<file path="src/design/bsa_pkg.sv">
package bsa_pkg;

  // default parameter values
  localparam int DEF_ZONES      = 8;
  localparam int DEF_MAX_SLOTS  = 1024;
  localparam int DEF_SLOT_BYTES = 16;
  localparam int DEF_PAGE_MULT  = 4;

  // zones beyond the mask width are never examined
  localparam int MASK_ZONES = 8;

  // config register indexes
  localparam logic [1:0] REG_PAGE_LEN   = 2'd0;
  localparam logic [1:0] REG_ZONE_COUNT = 2'd1;
  localparam logic [1:0] REG_TINY_MASK  = 2'd2;

  localparam int CFG_IDX_W   = 2;
  localparam int PAGE_LEN_W  = 17;
  localparam int ZONE_CNT_W  = 4;
  localparam int TINY_MASK_W = 8;
  localparam int CFG_DATA_W  = 17;

  localparam logic [PAGE_LEN_W-1:0] PAGE_LEN_RST = 17'd4096;

  // result field widths
  localparam int ZONE_IDX_W = 3;
  localparam int SLOT_IDX_W = 10;
  localparam int OFFSET_W   = 16;

  // zone header bytes ahead of the bitmap
  localparam int HDR_BYTES = 3;

  // page bytes (PAGE_MULT * page_len) and the dividend (bytes - 3) * 8
  localparam int BYTES_W = 21;
  localparam int NUM_W   = 24;

  // bitmap word geometry
  localparam int WORD_W     = 64;
  localparam int WORD_IDX_W = 6;
  localparam int GROUPS     = 8;
  localparam int GROUP_W    = 8;
  localparam int GROUP_IDX_W = 3;

  // lowest-clear-bit search result
  typedef struct packed {
    logic                  hit;
    logic [WORD_IDX_W-1:0] pos;
  } zf_t;

endpackage

</file>
<file path="src/design/bsa_zero_find.sv">
module bsa_zero_find (
  input  logic                       clk,
  input  logic                       load,
  input  logic [bsa_pkg::WORD_W-1:0] word,
  output bsa_pkg::zf_t               result
);

  // stage 1: per byte, any clear bit and its lowest position
  logic [bsa_pkg::GROUPS-1:0]      grp_hit_nxt;
  logic [bsa_pkg::GROUP_IDX_W-1:0] grp_pos_nxt [bsa_pkg::GROUPS];
  logic [bsa_pkg::GROUPS-1:0]      grp_hit_r;
  logic [bsa_pkg::GROUP_IDX_W-1:0] grp_pos_r [bsa_pkg::GROUPS];

  always_comb begin
    for (int g = 0; g < bsa_pkg::GROUPS; g++) begin
      grp_hit_nxt[g] = 1'b0;
      grp_pos_nxt[g] = '0;
      for (int b = bsa_pkg::GROUP_W - 1; b >= 0; b--) begin
        if (!word[g * bsa_pkg::GROUP_W + b]) begin
          grp_hit_nxt[g] = 1'b1;
          grp_pos_nxt[g] = bsa_pkg::GROUP_IDX_W'(b);
        end
      end
    end
  end

  always_ff @(posedge clk) begin
    if (load) begin
      grp_hit_r <= grp_hit_nxt;
      grp_pos_r <= grp_pos_nxt;
    end
  end

  // stage 2: lowest byte with a clear bit
  always_comb begin
    result = '0;
    for (int g = bsa_pkg::GROUPS - 1; g >= 0; g--) begin
      if (grp_hit_r[g]) begin
        result.hit = 1'b1;
        result.pos = {bsa_pkg::GROUP_IDX_W'(g), grp_pos_r[g]};
      end
    end
  end

endmodule

</file>
<file path="config.mk">
export PLATFORM = sky130hd
export DESIGN_NAME = bsa_zero_find
export DESIGN_NICKNAME = d
export VERILOG_FILES = /design/src/design/bsa_pkg.sv /design/src/design/bsa_zero_find.sv
export SDC_FILE = /design/constraint.sdc
export NUM_CORES = 1
export LEC_CHECK = 0
export ABC_CLOCK_PERIOD_IN_PS = 1700
export BUFFER_PORTS_ARGS = -buffer_cell sky130_fd_sc_hd__buf_2
export CAP_MARGIN = 20
export CORE_ASPECT_RATIO = 1.5
export CORE_MARGIN = 5
export CORE_UTILIZATION = 41
export CTS_CLUSTER_DIAMETER = 30
export DETAILED_ROUTE_END_ITERATION = 7
export GPL_TIMING_DRIVEN = 0
export PLACE_DENSITY = 0.7
export SLEW_MARGIN = 20
export SYNTH_ARGS = -nofsm -noshare
export SYNTH_HDL_FRONTEND = slang
export SYNTH_SLANG_ARGS = --single-unit
</file>
<file path="constraint.sdc">
create_clock -name clk -period 1.7 [get_ports clk]
set_input_delay 0.17 -clock clk [delete_from_list [all_inputs] [get_ports clk]]
set_output_delay 0.17 -clock clk [all_outputs]
set_load 0.005 [all_outputs]
</file>
# Word-level counts from Yosys, hierarchy flattened
# Index checks and enable logic that the tools add are counted.
[totals]
in_bits = 66
ff_bits = 32
word_cells = 128
out_inout_bits = 7
[op_classes]
n_mux = 72
n_reduce_logical = 24
[op_table]
columns = ["operator", "n"]
rows = [
  ["$mux W3", 32],
  ["$mux W7", 8],
  ["$reduce_and A7 Y1", 8],
  ["$mux W2", 16],
  ["$reduce_and A4 Y1", 8],
  ["$mux W1", 16],
  ["$reduce_and A2 Y1", 8],
]

# Longest topological paths before layout
[logic_depth]
depth_word = 8
mapped_depth = 4
ltp_nobuf = 4

# Worst setup path after synthesis
# Ideal clock, no wire load.
[synth_timing]
kind = "reg-to-output"
from = "reg grp_hit_r[4] (netlist bit)"
to = "out result[0] (netlist bit)"
stages_incl_launch_ff = 5
arrival_time_ns = 1.121
setup_slack_ns = 0.409
n_path_buf = 0
required_ns = 1.530
cell_sequence = "edfxtp_1 -> or2_4 -> a221o_1 -> nand3_1 -> a31oi_1"
[synth_rtl]
columns = ["element", "line_no", "text"]
rows = [
  ["start, declared", "bsa_zero_find.sv:11", "logic [bsa_pkg::GROUPS-1:0] grp_hit_r;"],
  ["start signal, assigned", "bsa_zero_find.sv:29", "grp_hit_r <= grp_hit_nxt;"],
  ["end, declared", "bsa_zero_find.sv:5", "output bsa_pkg::zf_t result"],
]

==> run metrics <==
CP startpoint kind=register; Hold Crit Depth=2; max cap viols=0; area delta synth->final=31.0%; worst-margin pin slew=~0.70 ns; # setup viols final=3; router iterations before antenna repair=4; cell-internal power=about 1.3 mW; Worst path top cell family by delay=flip-flops; Setup WS post-layout=-0.0580 ns; cell count after synthesis=roughly 190; Pleak=between 0.9 and 1 nW; Horiz. Die Dim=roughly 64 microns; Yosys reg bits=32; worst vdd ir=around 0.00048 V; All-Layer GR Usage=around 13%; DP Area=about 2200 sq um; NumNets Final=340; num rows=29; library cells used by synthesis=21; first-pass GRT wire length=around 6.3 mm; CTS Sinks=32; final hold vios=0; Port Buffer Count=just over 70; FMAX=about 570 MHz; Tmin final=between 1.5 and 2 ns; Crit. End Element=output port; Clock Tree Root=clkbuf_8; Slew headroom=approximately 53%; ratio of total power to cell area=about 760 nW/um^2; Comb power frac=between 10% and 20%; crit path kind=register to output port; period utilisation layout=103%; RSZ-0062 raised after global routing=yes; Area contributors post-synth=edfxtp_1, nand2_1, a31oi_1; yosys warns=0; max incr delay on CP=0.43 ns; vias in the first global route=1610; DP Worst Slack=~0.13 ns; HPWL reported at the end of detailed placement=3.21 mm; Sw Share=between 20 and 25%; Max Slew Vio Count=0; Synth Area per Inst=9.35 sq um; sequential area share after synthesis=53.8%; CTS Hold Bufs=0; clock transition at the registers of the reported paths=about 0.060 ns; fin area=2340 sq um; largest net degree at the start of global routing=33; CP max-delay cell=edfxtp_1; synthesized area=about 1800 sq um; Synth top area share=between 50% and 60%; total gr overflow=0; Hold Path Class=input pin to register; run status=finished, violations left; DRC=0; antenna violations before repair=0; vias=approximately 1700; via density per instance=approximately 5.3; stages on the worst setup path=5; worst path cell trace=or2_4 -> a221o_1 -> nand3_1 -> a31oi_1 -> buf_2; TritonCTS clock tree=done; Die Y=~91 microns; die footprint=5810 sq um; Min-Delay Endpoint=grp_pos_r[1]; WL/cell=12.3 microns; DRT Wirelength=3.95 mm; number of diodes=0; Top Ports=73; sequential share of power=53.9%; maximum fanout along the worst path=4; worst hold start=word[59]; Worst Path Arrival=roughly 1.6 ns; failing checks=setup timing; P_sw=0.436 mW; Initial Utilization=a little over two fifths; Routed Antenna Nets=0; layout cells sized above 1=32.7%; Syn Nets=257; Clk pwr share=a little under a third; CTS max path bufs=2; Fill cells=402; area leader, netlist=edfxtp_1; gpl congestion=0.747; CP bufs+invs=1; Worst Path Required=about 1.5 ns; CTS buffer count=5; DR iter-0 viols=52; H-tree depth=2; Core ar.=4250 sq um
## sequential cells by signal (all words and copies together), names as in the netlist
name / flops
grp_hit_r: 8
grp_pos_r: 24
## area by class of cell
type	instances	area (sq um)	area share (%)
clock buffer	5	68.8	2.94
inverter	17	63.8	2.73
clock inverter	3	13.8	0.588
multi-input combinational	142	786	33.6
sequential	32	961	41.0
tap	46	57.6	2.46
timing repair buffer	76	390	16.7
## cells in the mapped netlist
master,number
a21boi_0,8
a31oi_1,11
nor2b_2,1
nor2b_1,4
a221o_1,3
nor3_1,4
and2_1,1
nand4_1,5
o21ai_0,12
edfxtp_1,32
o31ai_1,1
or2_4,1
or3_1,5
a22oi_1,3
inv_1,17
nor2_1,14
o22ai_1,11
a41oi_1,5
o21ba_2,1
nand2_1,43
nand3_1,9
## worst max path at each step
stage,startpoint,to
floorplan,grp_hit_r[4],result[0]
global placement,grp_hit_r[4],result[0]
detailed placement,grp_hit_r[4],result[0]
CTS,grp_hit_r[4],result[0]
global route,grp_hit_r[5],result[0]
finish,grp_hit_r[5],result[0]
## metal layers
layer | track usage [%] | vias up | part of all wire, %
met5 | 0 | - | 0
met4 | 5.89 | 0 | 1.7
met3 | 3.86 | 6 | 5.6
met2 | 24.4 | 37 | 56
met1 | 13.7 | 762 | 37
li1 | - | 887 | -
## what timing repair did
action,4_1_cts,5_1_grt
pin swaps,1,2
gates cloned,0,0
setup endpoints to repair,5,5
gates resized for setup,2,5
setup buffers,3,1
## layout by cell type, fill, tap and decap left out
master / instances
a21boi_0: 8
a221o_1: 3
a22oi_1: 3
a31oi_1: 11
a41oi_1: 5
and2_1: 1
buf_2: 72
buf_4: 4
clkbuf_8: 5
clkinv_1: 1
clkinv_2: 2
edfxtp_1: 32
inv_1: 17
nand2_1: 43
nand3_1: 8
nand3_2: 1
nand4_1: 5
nor2_1: 13
nor2_2: 1
nor2b_1: 4
nor2b_2: 1
nor3_1: 3
nor3_4: 1
o21ai_0: 10
o21ai_1: 2
o21ba_2: 1
o22ai_1: 11
o31ai_2: 1
or2_4: 1
or3_1: 5
## power groups by stage
| stage | sequential (mW) | combinational [mW] | clock (mW) |
|---|---|---|---|
| after detailed placement | 0.976 | 0.266 | 0 |
| after global routing | 0.965 | 0.317 | 0.573 |
| after CTS | 0.958 | 0.276 | 0.550 |
| after floorplan | 0.966 | 0.114 | 0 |
| final | 0.958 | 0.279 | 0.541 |
| after global placement | 0.973 | 0.259 | 0 |
## kinds of logic (layout without fill, tap and decap cells)
family / after synthesis / after routing / share of synthesized area, %
compound gates: 55 / 55 / 20.8
buf+inv: 17 / 101 / 3.57
flops: 32 / 32 / 53.8
simple gates: 87 / 87 / 21.8
## through the flow
step / hold WS [ns] / std cells / power, mW / setup TNS (ns) / utilization [%]
final: 0.215 / 321 / 1.78 / -0.145 / 55.1
after global routing: 0.217 / 321 / 1.85 / -0.671 / 55.1
after CTS: 0.208 / 320 / 1.78 / -0.239 / 54.6
after detailed placement: 0.506 / 309 / 1.24 / 0 / 51.9
after global placement: 0.500 / 309 / 1.23 / 0 / 51.9
after floorplan: 0.282 / 191 / 1.08 / 0 / -
(Power assumes the default switching activity.)
