## src/design/bsa_pkg.sv

```systemverilog
package bsa_pkg;

  // default parameter values
  localparam int DEF_ZONES      = 8;
  localparam int DEF_MAX_SLOTS  = 1024;
  localparam int DEF_SLOT_BYTES = 16;
  localparam int DEF_PAGE_MULT  = 4;

  // zones beyond the mask width are never examined
  localparam int MASK_ZONES = 8;

  // config register indexes
  localparam logic [1:0] REG_PAGE_LEN   = 2'd0;
  localparam logic [1:0] REG_ZONE_COUNT = 2'd1;
  localparam logic [1:0] REG_TINY_MASK  = 2'd2;

  localparam int CFG_IDX_W   = 2;
  localparam int PAGE_LEN_W  = 17;
  localparam int ZONE_CNT_W  = 4;
  localparam int TINY_MASK_W = 8;
  localparam int CFG_DATA_W  = 17;

  localparam logic [PAGE_LEN_W-1:0] PAGE_LEN_RST = 17'd4096;

  // result field widths
  localparam int ZONE_IDX_W = 3;
  localparam int SLOT_IDX_W = 10;
  localparam int OFFSET_W   = 16;

  // zone header bytes ahead of the bitmap
  localparam int HDR_BYTES = 3;

  // page bytes (PAGE_MULT * page_len) and the dividend (bytes - 3) * 8
  localparam int BYTES_W = 21;
  localparam int NUM_W   = 24;

  // bitmap word geometry
  localparam int WORD_W     = 64;
  localparam int WORD_IDX_W = 6;
  localparam int GROUPS     = 8;
  localparam int GROUP_W    = 8;
  localparam int GROUP_IDX_W = 3;

  // lowest-clear-bit search result
  typedef struct packed {
    logic                  hit;
    logic [WORD_IDX_W-1:0] pos;
  } zf_t;

endpackage

```

## src/design/bsa_slot_calc.sv

```systemverilog
module bsa_slot_calc #(
  parameter int PAGE_MULT  = bsa_pkg::DEF_PAGE_MULT,
  parameter int SLOT_BYTES = bsa_pkg::DEF_SLOT_BYTES,
  parameter int MAX_SLOTS  = bsa_pkg::DEF_MAX_SLOTS,
  parameter int SLOT_W     = 11
) (
  input  logic                             clk,
  input  logic [bsa_pkg::PAGE_LEN_W-1:0]   page_len,
  output logic [SLOT_W-1:0]                slots
);

  // slots = (bytes - 3) * 8 / DIVISOR via reciprocal multiply, exact for NUM_W-bit dividends
  localparam int DIVISOR = SLOT_BYTES * 8 + 1;
  localparam int SHIFT   = bsa_pkg::NUM_W + $clog2(DIVISOR);
  localparam int RECIP_W = bsa_pkg::NUM_W + 2;
  localparam int PROD_W  = bsa_pkg::NUM_W + RECIP_W;
  localparam int QUO_W   = PROD_W - SHIFT;
  localparam logic [RECIP_W-1:0] RECIP =
    RECIP_W'(((64'd1 << SHIFT) + 64'(DIVISOR) - 64'd1) / 64'(DIVISOR));

  logic [bsa_pkg::BYTES_W-1:0] bytes;
  logic [bsa_pkg::NUM_W-1:0]   num_nxt;
  logic [bsa_pkg::NUM_W-1:0]   num_r;
  logic [PROD_W-1:0]           prod_r;
  logic [QUO_W-1:0]            quo;

  assign bytes = bsa_pkg::BYTES_W'(PAGE_MULT) * bsa_pkg::BYTES_W'(page_len);

  always_comb begin
    if (bytes < bsa_pkg::BYTES_W'(bsa_pkg::HDR_BYTES)) begin
      num_nxt = '0;
    end else begin
      num_nxt = bsa_pkg::NUM_W'(bytes - bsa_pkg::BYTES_W'(bsa_pkg::HDR_BYTES)) << 3;
    end
  end

  always_ff @(posedge clk) begin
    num_r  <= num_nxt;
    prod_r <= PROD_W'(num_r) * PROD_W'(RECIP);
  end

  assign quo = prod_r[PROD_W-1:SHIFT];

  always_comb begin
    if (quo > QUO_W'(MAX_SLOTS)) begin
      slots = SLOT_W'(MAX_SLOTS);
    end else begin
      slots = SLOT_W'(quo);
    end
  end

endmodule

```

## config.mk

```make
export PLATFORM = sky130hd
export DESIGN_NAME = bsa_slot_calc
export DESIGN_NICKNAME = d
export VERILOG_FILES = /design/src/design/bsa_pkg.sv /design/src/design/bsa_slot_calc.sv
export SDC_FILE = /design/constraint.sdc
export NUM_CORES = 1
export LEC_CHECK = 0
export ABC_AREA = 0
export BUFFER_PORTS_ARGS = -buffer_cell sky130_fd_sc_hd__buf_2
export CAP_MARGIN = 25
export CORE_AREA = 2 2 123 125
export DETAILED_ROUTE_END_ITERATION = 6
export DIE_AREA = 0 0 125 127
export GPL_ROUTABILITY_DRIVEN = 0
export PLACE_DENSITY = 0.71
export SYNTH_ARGS = -nofsm -noshare
export SYNTH_HDL_FRONTEND = slang
export SYNTH_SLANG_ARGS = --single-unit
```

## constraint.sdc

```tcl
create_clock -name clk -period 7.9 [get_ports clk]
set_input_delay 1.58 -clock clk [delete_from_list [all_inputs] [get_ports clk]]
set_output_delay 1.58 -clock clk [all_outputs]
set_load 0.02 [all_outputs]
```

Yosys cells after proc, flatten, opt, wreduce, memory -nomap -nowiden:

Cells that the tools add are included.

* $add $sub $neg: 1
* $mul: 1
* order comparisons: 2
* multiplexer cells: 1

Operators with widths (number)
* 24-bit by 25-bit multiplier with 49-bit output, second input constant: 1
* 19-bit by 2-bit subtractor with 20-bit output, second input constant: 1
* 19-bit by 2-bit < comparator with 1-bit output, second input constant: 1
* 17-bit by 11-bit > comparator with 1-bit output, second input constant: 1
* 11-bit 2-to-1 mux: 1

* flip-flop bits (word level): 73

Longest topological paths before layout:

Gate-level depths: netlist (run 1).

* depth in word-level cells: 2
* depth in mapped cells: 25
* depth with buffers taken out: 25

Worst setup path before layout (run 1):

No wires, ideal clock.

* kind: reg-to-reg
* from: reg num_r[18] (netlist bit)
* to: reg prod_r[47]
* setup time: 126 ps
* arrival: 6161 ps
* path slack: 1613 ps
* stages on the path, launching flop included: 22
* buffers on the path: 0
* clock period less this slack: 6287 ps
* cells stage by stage: dfxtp_1 -> fa_1 -> inv_1 -> fa_1 -> fa_1 -> inv_1 -> fa_1 -> fa_1 -> inv_1 -> fa_1 -> fa_1 -> inv_1 -> ha_1 -> and2_1 -> nand4_1 -> o21ai_0 -> o21bai_1 -> nor3b_1 -> a21oi_2 -> a21oi_1 -> o211ai_1 -> xor2_1

* longest elaborated chain between the ends: 1

RTL lines
* start: declaration: RTL line bsa_slot_calc.sv:23 `logic [bsa_pkg::NUM_W-1:0] num_r;`
* start signal: assignment: RTL line bsa_slot_calc.sv:38 `num_r <= num_nxt;`
* 24-bit by 25-bit multiplier with 49-bit output: RTL line bsa_slot_calc.sv:39 `prod_r <= PROD_W'(num_r) * PROD_W'(RECIP);`
* end signal: assignment: RTL line bsa_slot_calc.sv:39
* end: declaration: RTL line bsa_slot_calc.sv:24 `logic [PROD_W-1:0] prod_r;`

Every way passes these cells.
A chain may end at the register's enable or synchronous reset.

Worst setup path after layout (run 1):

Ends and elaborated chain as after synthesis.

==> impl_metrics.json, run 1 <==
{
  "synth_common_cells": "237 x inv_1, 187 x ha_1, 122 x fa_1",
  "viasPerCell": 5.11,
  "endpoint_kind": "flip-flop",
  "die-area_mm2": 0.0159,
  "synthTopCellsByArea": "fa_1 31%, ha_1 30%, inv_1 11%",
  "cap_viol_max_count": 0,
  "post-synth-top-area-cell": "fa_1",
  "fp-row-count": 44,
  "yosysMostFrequentCell": "inv_1",
  "ys_ff_latch": 36,
  "timing.setup.tns_ns": 0,
  "clk-insertion-delay-late_ns": 0.29,
  "netlist_instances": 818,
  "relSlewSlack": 0.645,
  "cpPeakStageDelay_ns": 0.72,
  "status": "complete, no violations",
  "clock_tree.root_cell": "clkbuf_16",
  "period_needed_ns": 6.73,
  "fp.dieH_um": 127,
  "tightest_slew_ns": 0.533,
  "ios": 29,
  "cp_max_fo": 6,
  "clockBufferDepth": 2,
  "wl_per_cell_um": 16.1,
  "async_flop_share": 0,
  "path_class": "reg2reg",
  "synth_area_mm2": 0.00788,
  "io_buffers": 28,
  "num-nets-final": 1178,
  "hold_buffers": 0,
  "synth_cell_types": 53,
  "slew_viol_final": 0,
  "hold_class": "reg2reg",
  "antenna_cells": 0,
  "yosysSeqAreaShare": 0.0915,
  "cts_max_level": 2,
  "dr.pass1.iters": 4,
  "setup_viol": 0,
  "yosys_warnings": 0,
  "cts_tree": "done",
  "numCtsBuffers": 5,
  "nFillCells": 1270,
  "crit_slowest_cell": "fa_1",
  "cts.clk_slew.worst_paths_ns": 0.06,
  "synth_top_area_frac": 0.310,
  "rsz0062_at_grt": "false",
  "grt_max_degree": 17,
  "grt_pass1_wl_um": 27500,
  "ys.flop_type": "dfxtp_1",
  "synth_edf_count": 0,
  "ant_nets": 0,
  "clock_sinks": 36,
  "wl_um": 16700,
  "cp-start-kind": "flip-flop",
  "max_freq_mhz": 148,
  "critPathMostFrequentCell": "fa_1",
  "antenna_found_initial": 0,
  "dpl.hpwl_um": 15400,
  "drcViolationCount": 0,
  "fp.coreArea_mm2": 0.0144,
  "die_w_um": 125,
  "cts_resized": 0,
  "grt_use_total": 0.221,
  "syn_avg_cell_area_um2": 9.63,
  "finalHoldViolCount": 0,
  "vias": 5297,
  "initial_core_util": 0.546,
  "finalCritPeriodShare": 0.852,
  "grt-ovfl-total": 0,
  "synth_nets": 1145,
  "arrival_ns": 6.90,
  "grt_pass1_vias": 5664,
  "crit_chain": "fa_1 -> inv_1 -> fa_1 -> fa_1 -> inv_1 -> fa_1 -> fa_1 -> inv_1 -> fa_1 -> fa_1 -> inv_1 -> ha_1 -> and2_1 -> nand4_1 -> o21ai_0 -> o21bai_1 -> nor3b_1 -> a21oi_2 -> a21oi_1 -> o211ai_1 -> xor2_1",
  "crit_required_ns": 8.07,
  "post-cts-setup-buffers": 0,
  "drive_above_1_share": 0.0599,
  "drt-initial-drc-count": 245,
  "area_delta_synth_final_pct": 6.32,
  "clock_skew_ns": 0.00348
}
## cell families (layout without fill, tap and decap cells)
kind of cell	after synthesis	count (layout)	synth area share
adder cells (fa/ha/maj)	309	309	0.607
flip-flops	36	36	0.0915
buffers and inverters	240	274	0.116
XOR/XNOR	32	32	0.0356
AND/OR/NAND/NOR	105	105	0.0710
AO/OA/AOI/OAI	96	96	0.0786
## final timing paths
kind / startpoint / endpoint / slack (ns) / cells after the start
worst min-delay path: num_r[22]$_SDFF_PN0_ / prod_r[48]$_DFF_P_ / 0.97 / 3
worst max-delay path: num_r[18]$_SDFF_PN0_ / prod_r[47]$_DFF_P_ / 1.17 / 21
worst max register to register: num_r[18]$_SDFF_PN0_ / prod_r[47]$_DFF_P_ / 1.17 / 21
worst min register to register: num_r[22]$_SDFF_PN0_ / prod_r[48]$_DFF_P_ / 0.97 / 3
## state kept, by name, summed over array words and instances, names as in the netlist
signal and count:
prod_r 17, num_r 19
## cell usage in the layout (no fill, tap or decap), drive strengths merged, types with 2 or more instances in the layout
| cell type | synthesis | layout |
|---|---|---|
| a21o | 17 | 17 |
| xnor2 | 19 | 19 |
| inv | 237 | 237 |
| or4 | 3 | 3 |
| o21bai | 6 | 6 |
| nor2b | 3 | 3 |
| clkbuf | 1 | 8 |
| or3 | 3 | 3 |
| a31o | 2 | 2 |
| o31ai | 2 | 2 |
| nand2 | 24 | 24 |
| dfxtp | 36 | 36 |
| nor4 | 6 | 6 |
| fa | 122 | 122 |
| nor2 | 26 | 26 |
| nand4 | 6 | 6 |
| xor2 | 13 | 13 |
| nand3 | 6 | 6 |
| buf | 2 | 29 |
| and3 | 3 | 3 |
| nor3b | 2 | 2 |
| ha | 187 | 187 |
| a31oi | 2 | 2 |
| and2 | 12 | 12 |
| nor3 | 7 | 7 |
| a21oi | 39 | 39 |
| o21ai | 14 | 14 |
## metal layers
layer / track usage / vias up / share of wire / routed length (um)
met2: 0.377 / 82 / 0.48 / 8000
met4: 0.0706 / 0 / 0.024 / 393
li1: - / 2649 / - / -
met3: 0.0138 / 20 / 0.031 / 513
met5: 0 / - / 0 / 0
met1: 0.304 / 2546 / 0.47 / 7760
## through the flow
step | utilization | setup WS [ns] | cell area [um^2] | std cells | hold WS [ns]
6_report | 0.581 | 1.17 | 8380 | 1036 | 0.973
2_1_floorplan | - | 1.61 | 7880 | 818 | 0.829
3_3_place_gp | 0.570 | 1.33 | 8220 | 1027 | 0.980
4_1_cts | 0.580 | 1.17 | 8370 | 1035 | 0.997
5_1_grt | 0.581 | 0.784 | 8380 | 1036 | 1.04
3_5_place_dp | 0.570 | 1.19 | 8220 | 1027 | 0.980
## layout make-up
class | instances | area, um^2 | share of cell area
repair buffers | 29 | 148 | 0.0176
clock buffers | 8 | 146 | 0.0175
inverters | 237 | 890 | 0.106
multi-input cells | 542 | 6240 | 0.745
flip-flops and latches | 36 | 721 | 0.0860
well taps | 184 | 230 | 0.0275
## worst max-delay path, delay by kind of cell, from the launching register on
family                     cells  cell delay, ns
buffers and inverters          4            0.28
adders and majority gates      8            4.31
and+or+nand+nor                3            0.61
xor gates and xnor gates       1            0.16
DFF                            1            0.36
AOI/OAI and AO/OA              5            0.90
Power of run 1 is left out: the tool's default activity adds up to more than one toggle a clock period on the data nets, which glitch-free logic cannot reach.
==> inputs of run 2 (changes only) <==
--- a/config.mk
+++ b/config.mk
@@ -13,6 +13,7 @@
 export DIE_AREA = 0 0 125 127
 export GPL_ROUTABILITY_DRIVEN = 0
 export PLACE_DENSITY = 0.71
+export REMOVE_ABC_BUFFERS = 1
 export SYNTH_ARGS = -nofsm -noshare
 export SYNTH_HDL_FRONTEND = slang
 export SYNTH_SLANG_ARGS = --single-unit
==> run 2 against run 1 <==
Final cell count stayed put. Sequential share of layout area stayed put. Sequential cell count stayed put. First-iteration DRC count is 11% higher. Setup slack worse by 0.0047 ns. Maximum frequency hardly changed. Largest cell class unchanged. Final area stayed put. Critical path type unchanged. Global-route usage is 0.42 points higher. Register-to-register slack hardly changed.
==> impl_metrics.json, run 2 (synthesis results as in run 1) <==
{
  "fp.coreArea_mm2": 0.0144,
  "max_freq_mhz": 148,
  "die-area_mm2": 0.0159,
  "setup_viol": 0,
  "rsz0062_at_grt": "false",
  "finalCritPeriodShare": 0.853,
  "dr.pass1.iters": 5,
  "arrival_ns": 6.91,
  "period_needed_ns": 6.74,
  "wl_per_cell_um": 16.5,
  "area_delta_synth_final_pct": 6.32,
  "cap_viol_max_count": 0,
  "num-nets-final": 1178,
  "cts_tree": "done",
  "dpl.hpwl_um": 15700,
  "io_buffers": 28,
  "grt_pass1_wl_um": 28000,
  "viasPerCell": 5.19,
  "top_regs": "num_r (19), prod_r (17)",
  "cp_max_fo": 6,
  "path_class": "reg2reg",
  "clk-insertion-delay-late_ns": 0.29,
  "grt_pass1_vias": 5715,
  "drt-initial-drc-count": 273,
  "cts_max_level": 2,
  "drcViolationCount": 0,
  "grt_use_total": 0.225,
  "regMostFlops": "num_r",
  "vias": 5374,
  "finalHoldViolCount": 0,
  "hp-start": "num_r[22]$_SDFF_PN0_",
  "ant_nets": 0,
  "numCtsBuffers": 5,
  "antenna_found_initial": 0,
  "clock_skew_ns": 0.00388,
  "die_w_um": 125,
  "crit_required_ns": 8.07,
  "largest_register_ffs": 19,
  "antenna_cells": 0,
  "cts.clk_slew.worst_paths_ns": 0.06,
  "initial_core_util": 0.546,
  "hold_buffers": 0,
  "post-cts-setup-buffers": 0,
  "grt-ovfl-total": 0,
  "tightest_slew_ns": 0.547,
  "clock_tree.root_cell": "clkbuf_16",
  "endpoint_kind": "flip-flop",
  "r2r_setup_slack_ns": 1.16,
  "wl_um": 17100,
  "clockBufferDepth": 2,
  "clock_sinks": 36,
  "drive_above_1_share": 0.0599,
  "fp.dieH_um": 127,
  "slew_viol_final": 0,
  "fp-row-count": 44,
  "timing.setup.tns_ns": 0,
  "cts_resized": 0,
  "final_cell_mix": "237 x inv_1, 187 x ha_1, 122 x fa_1",
  "status": "complete, no violations",
  "hold_class": "reg2reg",
  "ios": 29,
  "nFillCells": 1277,
  "crit_path_start": "num_r[18]$_SDFF_PN0_",
  "instances_no_fill": 1036,
  "numPlacedInstances": 1027,
  "timing.rr.start": "num_r[18]$_SDFF_PN0_",
  "final_common_cell": "inv_1",
  "cp-start-kind": "flip-flop",
  "relSlewSlack": 0.636,
  "grt_max_degree": 17
}
## run 2: cell counts in the layout (fill, tap and decap cells not counted)
No cell type changed its count.
## run 2: metrics by stage
| stage | hold WS (ns) | setup WS, ns | cell area (um^2) | utilization |
|---|---|---|---|---|
| floorplan | 0.829 | 1.61 | 7850 | - |
| global placement | 0.996 | 1.34 | 8220 | 0.570 |
| detailed placement | 0.991 | 1.20 | 8220 | 0.570 |
| CTS | 1.02 | 1.18 | 8370 | 0.580 |
| global route | 1.10 | 0.855 | 8380 | 0.581 |
| finish | 1.02 | 1.16 | 8380 | 0.581 |
## run 2: final cells by class
cell class                 count  area (um^2)  area share
multi-input combinational    542         6240       0.745
inverter                     237          890       0.106
sequential                    36          721      0.0860
tap                          184          230      0.0275
timing repair buffer          29          148      0.0176
clock buffer                   8          146      0.0175
## run 2: worst paths after layout
| path | endpoint | cells after the start |
|---|---|---|
| min | prod_r[48]$_DFF_P_ | 3 |
| max reg2reg | prod_r[47]$_DFF_P_ | 21 |
| min reg2reg | prod_r[48]$_DFF_P_ | 3 |
| max | prod_r[47]$_DFF_P_ | 21 |
## run 2: per-layer routing
metal | vias to the layer above | track usage | part of all wire
met1 | 2591 | 0.298 | 0.45
met4 | 0 | 0.0719 | 0.026
met3 | 27 | 0.0306 | 0.038
li1 | 2652 | - | -
met2 | 104 | 0.385 | 0.48
met5 | - | 0 | 0
## run 2: critical path: stages (launching register included)
cell      delay, ns
dfxtp_1        0.37
fa_1           0.74
inv_1          0.11
fa_1           0.52
fa_1           0.63
inv_1          0.09
fa_1           0.46
fa_1           0.51
fa_1           0.54
inv_1          0.05
fa_1           0.52
inv_1          0.05
ha_1           0.32
and3_1         0.23
nand4_1        0.17
o21ai_0        0.10
o21bai_1       0.19
nor3b_1        0.27
a21oi_2        0.13
a21oi_1        0.30
o211ai_1       0.16
xor2_1         0.15
Power of run 2 is left out for the same reason.
==> inputs of run 3 (changes only) <==
--- a/config.mk
+++ b/config.mk
@@ -8,12 +8,15 @@
 export ABC_AREA = 0
 export BUFFER_PORTS_ARGS = -buffer_cell sky130_fd_sc_hd__buf_2
 export CAP_MARGIN = 25
-export CORE_AREA = 2 2 123 125
+export CELL_PAD_IN_SITES_DETAIL_PLACEMENT = 1
+export CELL_PAD_IN_SITES_GLOBAL_PLACEMENT = 2
+export CORE_AREA = 2 2 140 142
 export DETAILED_ROUTE_END_ITERATION = 6
-export DIE_AREA = 0 0 125 127
+export DIE_AREA = 0 0 142 144
 export GPL_ROUTABILITY_DRIVEN = 0
-export PLACE_DENSITY = 0.71
+export PLACE_DENSITY_LB_ADDON = 0.1
 export REMOVE_ABC_BUFFERS = 1
+export SETUP_SLACK_MARGIN = 0.05
 export SYNTH_ARGS = -nofsm -noshare
 export SYNTH_HDL_FRONTEND = slang
 export SYNTH_SLANG_ARGS = --single-unit
==> run 3 against run 2 <==
Routed wire length rose by 17%. Die area rose by 29%. Via count rose by 0.82%. Setup slack got worse by 0.15 ns. Core utilization fell by 14 points. Largest cell class unchanged. Highest routed layer unchanged.
==> impl_metrics.json, run 3 (synthesis results as in run 1) <==
{
  "status": "complete, no violations",
  "grt_pass1_wl_um": 32000,
  "die-area_mm2": 0.0204,
  "viasPerCell": 4.97,
  "relSlewSlack": 0.591,
  "top_regs": "num_r (19), prod_r (17)",
  "hp-start": "num_r[22]$_SDFF_PN0_",
  "vias": 5418,
  "crit_chain": "fa_1 -> inv_1 -> fa_1 -> fa_1 -> inv_1 -> fa_1 -> fa_1 -> inv_1 -> fa_1 -> fa_1 -> inv_1 -> ha_1 -> and2_1 -> nand4_1 -> o21ai_0 -> o21bai_1 -> nor3b_1 -> a21oi_2 -> a21oi_1 -> o211ai_1 -> xor2_1",
  "die_w_um": 142,
  "fp.coreArea_mm2": 0.0191,
  "cp_max_fo": 6,
  "regMostFlops": "num_r",
  "arrival_ns": 7.06,
  "fp.dieH_um": 144,
  "clock_sinks": 36,
  "cap_viol_max_count": 0,
  "io_buffers": 28,
  "period_needed_ns": 6.89,
  "final_cell_mix": "237 x inv_1, 187 x ha_1, 122 x fa_1",
  "hold_depth": 3,
  "cts.clk_slew.worst_paths_ns": 0.06,
  "critPathMostFrequentCell": "fa_1",
  "r2r_setup_slack_ns": 1.01,
  "rr_worst_depth": 21,
  "r2r_end": "prod_r[47]$_DFF_P_",
  "clk-insertion-delay-late_ns": 0.29,
  "grt-ovfl-total": 0,
  "grt_use_total": 0.209,
  "critPathBufInv": 4,
  "fp-row-count": 51,
  "ant_nets": 0,
  "post-cts-setup-buffers": 0,
  "largest_register_ffs": 19,
  "ios": 29,
  "finalCritPeriodShare": 0.872,
  "cts_tree": "done",
  "postPlaceCellArea_mm2": 0.00829,
  "tightest_slew_ns": 0.614,
  "setup_viol": 0,
  "nFillCells": 2209,
  "clockBufferDepth": 2,
  "cp-start-kind": "flip-flop",
  "num-nets-final": 1178,
  "cpPeakStageDelay_ns": 0.73,
  "area_delta_synth_final_pct": 7.23,
  "clock_tree.root_cell": "clkbuf_16",
  "cts_max_level": 2,
  "dr.pass1.iters": 4,
  "path_delay_family": "adder cells",
  "wl_um": 20100,
  "grt_max_degree": 17,
  "initial_core_util": 0.413,
  "finalHoldViolCount": 0,
  "antenna_found_initial": 0,
  "final_common_cell": "inv_1",
  "timing.setup.tns_ns": 0,
  "wl_per_cell_um": 18.4,
  "grt_pass1_vias": 6019,
  "timing.rr.start": "num_r[18]$_SDFF_PN0_",
  "slew_viol_final": 0,
  "hold_buffers": 0,
  "cts_resized": 0,
  "clock_skew_ns": 0.00347,
  "drive_above_1_share": 0.0610,
  "max_freq_mhz": 145,
  "endpoint_kind": "flip-flop",
  "crit_required_ns": 8.07,
  "drcViolationCount": 0,
  "crit_slowest_cell": "fa_1",
  "hold_class": "reg2reg",
  "path_class": "reg2reg",
  "antenna_cells": 0,
  "dpl.hpwl_um": 18700,
  "postLayoutCellArea_mm2": 0.00845,
  "numCtsBuffers": 5,
  "rsz0062_at_grt": "false",
  "drt-initial-drc-count": 159,
  "min_to": "prod_r[48]$_DFF_P_"
}
[run 3: cell count changes in the layout (fill, tap and decap cells not counted)]
| cell | delta |
|---|---|
| clkbuf_1 | -1 |
| clkinvlp_4 | +1 |
[run 3: layer usage]
layer | vias to the layer above | track usage | wire length [um]
li1 | 2643 | - | -
met1 | 2711 | 0.277 | 9260
met2 | 44 | 0.362 | 9890
met3 | 20 | 0.0205 | 447
met4 | 0 | 0.0626 | 500
met5 | - | 0 | 0
[run 3: cell type report]
cell class	count	area (um^2)	area share
sequential	36	721	0.0853
clock buffer	7	143	0.0169
multi-input combinational	542	6240	0.739
clock inverter	1	7.51	0.000889
inverter	237	890	0.105
tap	238	298	0.0353
timing repair buffer	29	148	0.0175
[run 3: worst min-delay path, cell delays in order, from the launching register on]
cell and delay [ns]:
dfxtp_1 0.48, xnor2_1 0.26, xnor2_1 0.10, xnor2_1 0.15
[run 3: how the worst max path moves through the flow]
| stage | to | from | depth (start not counted) |
|---|---|---|---|
| final | prod_r[47]$_DFF_P_ | num_r[18]$_SDFF_PN0_ | 21 |
| after global routing | prod_r[47]$_DFF_P_ | num_r[18]$_SDFF_PN0_ | 21 |
| after CTS | prod_r[47]$_DFF_P_ | num_r[18]$_SDFF_PN0_ | 21 |
| after detailed placement | prod_r[47]$_DFF_P_ | num_r[18]$_SDFF_PN0_ | 21 |
| after global placement | prod_r[47]$_DFF_P_ | num_r[18]$_SDFF_PN0_ | 21 |
| after floorplan | prod_r[47]$_DFF_P_ | num_r[18]$_SDFF_PN0_ | 21 |
[run 3: through the flow]
| step | worst slack [ns] | instances | utilization | hold WS (ns) |
|---|---|---|---|---|
| after floorplan | 1.61 | 815 | - | 0.829 |
| after global placement | 1.23 | 1081 | 0.434 | 1.01 |
| after detailed placement | 1.05 | 1081 | 0.434 | 1.04 |
| after CTS | 0.994 | 1089 | 0.442 | 1.05 |
| after global routing | 0.698 | 1090 | 0.443 | 1.10 |
| final | 1.01 | 1090 | 0.443 | 1.02 |
Power of run 3 is left out for the same reason.
